### src/rrts_pkg.sv
// Shared types and constants for the round-robin task switcher.
`default_nettype none

package rrts_pkg;

	localparam int unsigned SLOT_COUNT_DEFAULT  = 8;
	localparam int unsigned STACK_BYTES_DEFAULT = 1024;
	localparam logic [31:0] STACK_BASE_RESET    = 32'h2000_0000;
	localparam logic [31:0] WORD_BYTES          = 32'd4;

	localparam logic [1:0] OP_ADD      = 2'd0;
	localparam logic [1:0] OP_START    = 2'd1;
	localparam logic [1:0] OP_SCHEDULE = 2'd2;

	typedef struct packed {
		logic [1:0]  op;
		logic [2:0]  task_slot;
		logic [31:0] entry_address;
		logic [31:0] outgoing_stack_pointer;
	} rrts_in_t;

	typedef struct packed {
		logic [31:0] resume_stack_pointer;
		logic [31:0] launch_address;
		logic        found;
		logic [2:0]  running_slot;
	} rrts_out_t;

	// Write and read strobes toward the slot memories.
	typedef struct packed {
		logic sp_we;
		logic entry_we;
		logic rd_en;
	} rrts_mem_ctl_t;

	typedef enum logic [1:0] {
		ST_IDLE,
		ST_SRCH,
		ST_READ,
		ST_RESP
	} rrts_state_t;

endpackage

`default_nettype wire

### src/rrts_slot_mem.sv
// Slot memories: saved stack pointers and start addresses, one read port.
`default_nettype none

module rrts_slot_mem #(
	parameter int unsigned SLOT_COUNT = rrts_pkg::SLOT_COUNT_DEFAULT
) (
	input  wire                              clk,
	input  wire rrts_pkg::rrts_mem_ctl_t     ctl,
	input  wire [$clog2(SLOT_COUNT)-1:0]     sp_wr_addr,
	input  wire [31:0]                       sp_wr_data,
	input  wire [$clog2(SLOT_COUNT)-1:0]     entry_wr_addr,
	input  wire [31:0]                       entry_wr_data,
	input  wire [$clog2(SLOT_COUNT)-1:0]     rd_addr,
	output logic [31:0]                      rd_sp,
	output logic [31:0]                      rd_entry
);
	import rrts_pkg::*;

	logic [31:0] sp_mem    [SLOT_COUNT];
	logic [31:0] entry_mem [SLOT_COUNT];

	always_ff @(posedge clk) begin
		if (ctl.sp_we) begin
			sp_mem[sp_wr_addr] <= sp_wr_data;
		end
		if (ctl.rd_en) begin
			rd_sp <= sp_mem[rd_addr];
		end
	end

	always_ff @(posedge clk) begin
		if (ctl.entry_we) begin
			entry_mem[entry_wr_addr] <= entry_wr_data;
		end
		if (ctl.rd_en) begin
			rd_entry <= entry_mem[rd_addr];
		end
	end

endmodule

`default_nettype wire

### src/rrts_picker.sv
// Round-robin pick of the next enabled slot after the current one.
`default_nettype none

module rrts_picker #(
	parameter int unsigned SLOT_COUNT = rrts_pkg::SLOT_COUNT_DEFAULT
) (
	input  wire [SLOT_COUNT-1:0]             enabled,
	input  wire [$clog2(SLOT_COUNT)-1:0]     current,
	output logic [$clog2(SLOT_COUNT)-1:0]    next_slot,
	output logic                             any
);
	import rrts_pkg::*;

	localparam int unsigned SW = $clog2(SLOT_COUNT);

	logic [SW-1:0] hi_idx;
	logic [SW-1:0] lo_idx;
	logic          hi_any;
	logic          lo_any;

	// Scan downward so the lowest qualifying index wins.
	always_comb begin
		hi_idx = '0;
		lo_idx = '0;
		hi_any = 1'b0;
		lo_any = 1'b0;
		for (int i = SLOT_COUNT - 1; i >= 0; i--) begin
			if (enabled[i]) begin
				lo_idx = SW'(i);
				lo_any = 1'b1;
				if (SW'(i) > current) begin
					hi_idx = SW'(i);
					hi_any = 1'b1;
				end
			end
		end
	end

	// Prefer slots above the current one; wrap to the lowest otherwise.
	assign next_slot = hi_any ? hi_idx : lo_idx;
	assign any       = lo_any;

endmodule

`default_nettype wire

### src/round_robin_task_switcher.sv
// Top level of the round-robin task switcher: sequencer, flags and result register.
`default_nettype none

// Keeps SLOT_COUNT task slots; the saved stack pointers and start addresses
// live in two synchronous memories, while the enable, first-run and
// pointer-saved bits sit in flip-flops that reset sets up at once (enable
// and pointer-saved cleared, first-run set), so no clearing pass is needed
// after reset. An add item (op 0) writes the start address memory in the
// cycle of its transfer and the next item may follow right away; it gives
// no result. A start (op 1) or schedule (op 2) item walks a four-step
// sequence: transfer (a schedule writes the outgoing pointer into the
// current slot here), search (round-robin over the enable bits for a
// schedule, slot zero for a start), memory read, and result assembly into
// the output register. No new item is taken until such an item has left
// the result assembly step; the memory read step covers the memory's read
// latency. A slot whose pointer was never saved reports the top of its
// stack computed from the present stack_base, so writing stack_base later
// still moves those slots. The result waits in its register for the
// downstream transfer; only the result assembly step stalls on it. Op code
// 3 is transferred and dropped. The configuration port is always ready and
// must only be written while the block is idle.

module round_robin_task_switcher #(
	parameter int unsigned SLOT_COUNT  = rrts_pkg::SLOT_COUNT_DEFAULT,
	parameter int unsigned STACK_BYTES = rrts_pkg::STACK_BYTES_DEFAULT
) (
	input  wire                   clk,
	input  wire                   arst_n,
	input  wire                   in_valid,
	output logic                  in_ready,
	input  wire rrts_pkg::rrts_in_t  in_data,
	output logic                  out_valid,
	input  wire                   out_ready,
	output rrts_pkg::rrts_out_t   out_data,
	input  wire                   cfg_valid,
	output logic                  cfg_ready,
	input  wire [31:0]            cfg_data
);
	import rrts_pkg::*;

	localparam int unsigned SW = $clog2(SLOT_COUNT);

	// Sequencer state and architectural flags.
	rrts_state_t       state_q, state_d;
	logic [31:0]       base_q;
	logic [SW-1:0]     cur_q;
	logic [SLOT_COUNT-1:0] en_q;
	logic [SLOT_COUNT-1:0] first_q;
	logic [SLOT_COUNT-1:0] saved_q;

	// Pipeline of one start/schedule item.
	logic              start_s1;
	logic [31:0]       outgoing_s1;
	logic [SW-1:0]     cand_s2;
	logic              found_s2;
	logic [31:0]       offset_s3;

	// Output register.
	logic              out_valid_q;
	rrts_out_t         out_q;

	// Handshake and decode.
	logic              in_xfer;
	logic              out_free;
	logic              load_out;
	logic [31:0]       slot_ext;
	logic              slot_ok;
	logic              is_add;
	logic              is_start;
	logic              is_sched;

	// Picker and memory.
	logic [SW-1:0]     pick_slot;
	logic              pick_any;
	rrts_mem_ctl_t     mem_ctl;
	logic [31:0]       rd_sp;
	logic [31:0]       rd_entry;

	// Result assembly.
	logic [31:0]       cand_ext;
	logic [31:0]       cur_ext;
	logic [31:0]       top_sp;
	logic [31:0]       res_sp;
	rrts_out_t         res;

	assign cfg_ready = 1'b1;

	assign in_xfer  = in_valid && in_ready;
	assign out_free = !out_valid_q || out_ready;

	assign slot_ext = 32'(in_data.task_slot);
	assign slot_ok  = slot_ext < 32'(SLOT_COUNT);
	assign is_add   = in_data.op == OP_ADD;
	assign is_start = in_data.op == OP_START;
	assign is_sched = in_data.op == OP_SCHEDULE;

	rrts_picker #(
		.SLOT_COUNT (SLOT_COUNT)
	) u_picker (
		.enabled   (en_q),
		.current   (cur_q),
		.next_slot (pick_slot),
		.any       (pick_any)
	);

	rrts_slot_mem #(
		.SLOT_COUNT (SLOT_COUNT)
	) u_slot_mem (
		.clk           (clk),
		.ctl           (mem_ctl),
		.sp_wr_addr    (cur_q),
		.sp_wr_data    (in_data.outgoing_stack_pointer),
		.entry_wr_addr (slot_ext[SW-1:0]),
		.entry_wr_data (in_data.entry_address),
		.rd_addr       (cand_s2),
		.rd_sp         (rd_sp),
		.rd_entry      (rd_entry)
	);

	// Next state.
	always_comb begin
		state_d = state_q;
		case (state_q)
			ST_IDLE: begin
				if (in_xfer && (is_start || is_sched)) begin
					state_d = ST_SRCH;
				end
			end
			ST_SRCH: state_d = ST_READ;
			ST_READ: state_d = ST_RESP;
			ST_RESP: begin
				if (out_free) begin
					state_d = ST_IDLE;
				end
			end
			default: state_d = ST_IDLE;
		endcase
	end

	// Outputs of the sequencer.
	always_comb begin
		in_ready         = 1'b0;
		mem_ctl.sp_we    = 1'b0;
		mem_ctl.entry_we = 1'b0;
		mem_ctl.rd_en    = 1'b0;
		load_out         = 1'b0;
		case (state_q)
			ST_IDLE: begin
				in_ready         = 1'b1;
				mem_ctl.sp_we    = in_valid && is_sched;
				mem_ctl.entry_we = in_valid && is_add && slot_ok;
			end
			ST_READ: mem_ctl.rd_en = 1'b1;
			ST_RESP: load_out = out_free;
			default: begin
			end
		endcase
	end

	always_ff @(posedge clk or negedge arst_n) begin
		if (!arst_n) begin
			state_q <= ST_IDLE;
		end else begin
			state_q <= state_d;
		end
	end

	always_ff @(posedge clk or negedge arst_n) begin
		if (!arst_n) begin
			base_q <= STACK_BASE_RESET;
		end else if (cfg_valid && cfg_ready) begin
			base_q <= cfg_data;
		end
	end

	// Flags: add enables and re-arms a slot, schedule marks the pointer saved,
	// result assembly of a start or a found slot moves the current slot and clears its first-run bit.
	always_ff @(posedge clk or negedge arst_n) begin
		if (!arst_n) begin
			cur_q   <= '0;
			en_q    <= '0;
			first_q <= '1;
			saved_q <= '0;
		end else begin
			if (in_xfer && is_add && slot_ok) begin
				en_q[slot_ext[SW-1:0]]    <= 1'b1;
				first_q[slot_ext[SW-1:0]] <= 1'b1;
			end
			if (in_xfer && is_sched) begin
				saved_q[cur_q] <= 1'b1;
			end
			if (load_out && found_s2) begin
				cur_q            <= cand_s2;
				first_q[cand_s2] <= 1'b0;
			end else if (load_out && start_s1) begin
				cur_q      <= '0;
				first_q[0] <= 1'b0;
			end
		end
	end

	// Hold the item's kind and outgoing pointer through the sequence.
	always_ff @(posedge clk) begin
		if (in_xfer) begin
			start_s1    <= is_start;
			outgoing_s1 <= in_data.outgoing_stack_pointer;
		end
	end

	// Search: start always targets slot zero; schedule takes the picker's slot.
	always_ff @(posedge clk) begin
		if (state_q == ST_SRCH) begin
			cand_s2  <= start_s1 ? '0 : pick_slot;
			found_s2 <= start_s1 ? 1'b0 : pick_any;
		end
	end

	// Offset of the candidate's stack top from stack_base.
	assign cand_ext = 32'(cand_s2);
	always_ff @(posedge clk) begin
		if (state_q == ST_READ) begin
			offset_s3 <= (cand_ext + 32'd1) * 32'(STACK_BYTES) - WORD_BYTES;
		end
	end

	assign top_sp = base_q + offset_s3;
	assign res_sp = saved_q[cand_s2] ? rd_sp : top_sp;
	assign cur_ext = 32'(cur_q);

	always_comb begin
		res.resume_stack_pointer = res_sp;
		res.launch_address       = '0;
		res.found                = 1'b0;
		res.running_slot         = cur_ext[2:0];
		if (start_s1) begin
			// Entry memory counts as zero until the slot was added.
			res.launch_address = en_q[0] ? rd_entry : '0;
			res.found          = en_q[0];
			res.running_slot   = 3'd0;
		end else if (found_s2) begin
			res.launch_address = first_q[cand_s2] ? rd_entry : '0;
			res.found          = 1'b1;
			res.running_slot   = cand_ext[2:0];
		end else begin
			// Nothing enabled: echo the outgoing pointer, keep the current slot.
			res.resume_stack_pointer = outgoing_s1;
		end
	end

	always_ff @(posedge clk or negedge arst_n) begin
		if (!arst_n) begin
			out_valid_q <= 1'b0;
		end else if (load_out) begin
			out_valid_q <= 1'b1;
		end else if (out_ready) begin
			out_valid_q <= 1'b0;
		end
	end

	always_ff @(posedge clk) begin
		if (load_out) begin
			out_q <= res;
		end
	end

	assign out_valid = out_valid_q;
	assign out_data  = out_q;

endmodule

`default_nettype wire
### config.mk
export PLATFORM = sky130hd
export DESIGN_NAME = round_robin_task_switcher
export DESIGN_NICKNAME = d
export VERILOG_FILES = /design/src/rrts_pkg.sv /design/src/rrts_slot_mem.sv /design/src/rrts_picker.sv /design/src/round_robin_task_switcher.sv
export SDC_FILE = /design/constraint.sdc
export NUM_CORES = 1
export LEC_CHECK = 0
export BUFFER_PORTS_ARGS = -buffer_cell sky130_fd_sc_hd__buf_2
export CORE_MARGIN = 3
export CORE_UTILIZATION = 35
export CTS_BUF_LIST = sky130_fd_sc_hd__clkbuf_16
export CTS_CLUSTER_SIZE = 12
export DETAILED_ROUTE_END_ITERATION = 10
export PLACE_DENSITY_LB_ADDON = 0.12
export SETUP_SLACK_MARGIN = 0.5
export SYNTH_ARGS = -nofsm -noshare
export SYNTH_HDL_FRONTEND = slang
export SYNTH_SLANG_ARGS = --single-unit
### constraint.sdc
create_clock -name clk -period 5.05 [get_ports clk]
set_input_delay 1.01 -clock clk [delete_from_list [all_inputs] [get_ports clk]]
set_output_delay 1.01 -clock clk [all_outputs]
set_load 0.05 [all_outputs]
==> impl_summary.log <==
[metrics] mapped cell area: between 20000 and 30000 um^2
[metrics] Critical Path End Type: register
[metrics] initial core utilization: around 36%
[metrics] peak clock frequency supported by timing: between 300 and 400 MHz
[metrics] portion of the post-synthesis area used by sequential elements: between 70% and 80%
[metrics] clock buffer count from CTS: 83
[metrics] proportion of netlist area held by the largest area contributor: a little over two thirds
[metrics] port bufs: roughly 180
[metrics] top cells by area, synth: edfxtp_1 (70%), mux4_2 (10%), dfrtp_1 (4.5%), mux2_2 (3.7%), ha_1 (1.3%)
[metrics] critical-path cell list: buf_12 -> mux4_2 -> mux2i_1 -> o21ai_2 -> buf_4 -> and2_1
[metrics] number of buffer and inverter instances along the worst setup path: 2
[metrics] CTS clk-pin slew, worst paths: roughly 60 ps
[metrics] library cell occupying the most area in the post-synthesis netlist: edfxtp_1
[metrics] cell chosen for the clock root: clkbuf_16
[metrics] slowest library cell on the worst path: edfxtp_1
[metrics] minimum period implied by the final worst setup slack: between 3000 and 4000 ps
[metrics] area growth from synthesis to final layout: 17.1%
[metrics] count of nets after finishing: 1897
[metrics] fraction of layout cells with a size suffix above 1: approximately a third
[metrics] EDFF count, synth: 686
[metrics] count of endpoints failing hold in the final timing report: 0
[metrics] die height: a little under 300 um
[metrics] Site Rows: about 110
[metrics] routability congestion estimate from global placement: around 0.85
[metrics] number of instances in the synthesized netlist: roughly 1.5k
[metrics] max-cap violations: 0
[metrics] type of the worst setup path: register to register
[metrics] run status: finished clean
[metrics] vias in the first global route: roughly 16k
[metrics] Period Utilization, post-route: around 64%
[metrics] Max rail drop VDD: between 0.4 and 0.5 mV
[metrics] mean routed wirelength per cell: between 20 and 25 um
[metrics] Yosys Warn Count: 0
[metrics] mean post-synth cell area: approximately 19 um^2
[metrics] post-synth net total: 1677
[metrics] worst skew pair latency: around 650 ps
[metrics] I/O pin count: roughly 180
[metrics] Die Outline Area: 88000 um^2
[metrics] path category of the worst min-delay check: primary input to asynchronous set/reset pin
[metrics] post-CTS setup buffer count: 0
[metrics] pin count of the biggest net entering global routing: 131
[metrics] final setup TNS: 0 ps
[metrics] data required time at the worst endpoint: between 5000 and 6000 ps
[metrics] worst slack at placement: between 1500 and 2000 ps
[metrics] number of nets still failing antenna checks after routing: 0
[metrics] maximum fanout along the worst path: 130
[metrics] vias post-DR: roughly 15k
[metrics] worst setup slack after layout: between 1500 and 2000 ps
[metrics] Worst EP arrival: between 3000 and 4000 ps
[metrics] Leakage Power: between 10 and 15 nW
[metrics] die outline width: approximately 300 um
[metrics] global-route wire length before repair: 106000 um
[metrics] CTS tree: built
[metrics] clock sink total: about 750
[metrics] initial antenna violation count: 12
[metrics] most used flip-flop cell after synthesis: edfxtp_1
[metrics] remaining global-route overflow: 0
[metrics] placeable core region: 82900 um^2
[metrics] buffer levels on the longest clock path: 3
[metrics] power density over cell area: about 550 nW/um^2
[metrics] number of instances resized during post-cts repair: 0
[metrics] number of pins exceeding their max-slew limit in the final report: 0
[metrics] DRT iter0 DRCs: between 1k and 1.5k
[metrics] max_slew headroom: approximately a third
[metrics] commonest non-fill, non-tap cells in the layout: edfxtp_1 (686), buf_2 (175), mux4_2 (132)
[metrics] iteration count of the initial detailed-routing pass: 5
[metrics] most frequent standard cell in the layout excluding fill and tap cells: edfxtp_1
[metrics] total of flip-flops plus latches after synthesis: ~750
[metrics] worst clock skew: 33.8 ps
[metrics] number of distinct library cells after synthesis: 64
[metrics] category of the worst setup path launch point: register
[metrics] total DRC errors in the routed layout: 0
[metrics] maximum level of the CTS H-tree: 3
[metrics] setup repair after global routing missed its margin: false
[metrics] Post-synth ARST share: slightly above 8%
[metrics] Vias/cell: a little over 5
[metrics] hold_buf cts: 0
[metrics] final-layout worst hold slack: roughly 450 ps
[metrics] Routed WL: 70900 um
[metrics] delay contributed by the slowest stage of the critical path: between 800 and 900 ps
[metrics] final setup fails: 0
[metrics] transition at the pin with the smallest max-transition slack: 1020 ps
[metrics] top cell family by delay on the critical path: buffers and inverters
[metrics] placed wire-length estimate: about 42000 um
[metrics] minimum setup slack among reg-to-reg paths: around 1800 ps
[metrics] All-Layer GR Usage: 16.4%
## Yosys cell counts (all sizes together) (2+ instances only)
library cell and count:
xor2 8, nor4 4, or3 3, o22ai 2
nand3b 2, o211ai 9, o32a 5, xnor2 16
a221oi 2, a311oi 4, o41ai 2, nand2b 9
clkbuf 38, a22o 4, nor2 62, and2 37
dfstp 9, a21o 6, nand4 3, nor3 12
a31oi 13, or2 17, nand2 78, buf 34
o21ai 42, mux2 98, a2bb2oi 2, o31ai 3
o21bai 9, a21oi 53, dfrtp 53, inv 12
and3 7, nand3 18, mux4 132, mux2i 5
edfxtp 686, o22a 3, ha 30
## per-stage QoR
step | power [mW] | area, um^2 | cells | utilization [%]
after floorplan | 11.9 | 29600 | 1541 | -
final | 19.0 | 34600 | 2954 | 41.8
after global placement | 13.4 | 32000 | 2799 | 38.6
after global routing | 19.9 | 34600 | 2949 | 41.7
after CTS | 19.3 | 34600 | 2949 | 41.7
after detailed placement | 13.5 | 32000 | 2799 | 38.6
## layout make-up
class / instances / area (um^2)
inverters: 12 / 45.0
clock buffers: 83 / 2080
diodes: 5 / 12.5
well taps: 1123 / 1410
fillers: 7410 / 48300
clock inverters: 67 / 529
flip-flops and latches: 748 / 22200
multi-input cells: 709 / 7200
repair buffers: 207 / 1180
## path summary, 6_finish.rpt
kind,startpoint,depth (start not counted),to
max,cand_s2[1],6,out_data[4]
min,arst_n,1,base_q[18]
max reg2reg,cand_s2[1],6,out_data[4]
min reg2reg,saved_q[4],1,saved_q[4]
max in group asynchronous,arst_n,2,first_q[1]
min in group clk,saved_q[4],1,saved_q[4]
## sequential cells by signal, summed over array words and instances (netlist names), 5 cells and up
signal	cells
u_slot_mem.entry_mem	256
first_q	8
base_q	32
en_q	8
u_slot_mem.rd_sp	32
saved_q	8
offset_s3	5
out_data	68
outgoing_s1	32
u_slot_mem.sp_mem	256
u_slot_mem.rd_entry	32
## per-layer routing
layer / vias up / GRT usage [%] / share of wire [%]
met2: 345 / 26.3 / 47
met4: 10 / 4.48 / 2.3
li1: 6621 / - / -
met5: - / 0 / 0.078
met1: 7858 / 22.8 / 45
met3: 124 / 3.50 / 5.1
## power breakdown
part / internal, mW / total (mW) / switching (mW)
clock: 3.26 / 5.73 / 2.47
combinational: 1.93 / 5.10 / 3.18
sequential: 7.77 / 8.14 / 0.377
total: 13.0 / 19.0 / 6.02
## logic make-up after synthesis
group / synth area share (%)
DFF: 75.0
xor gates and xnor gates: 0.711
AOI/OAI and AO/OA: 3.66
adders and majority gates: 1.27
muxes: 14.0
other: 0.0127
and+or+nand+nor: 4.16
buffers and inverters: 1.21
No activity file was read; power rests on OpenSTA's default activity.
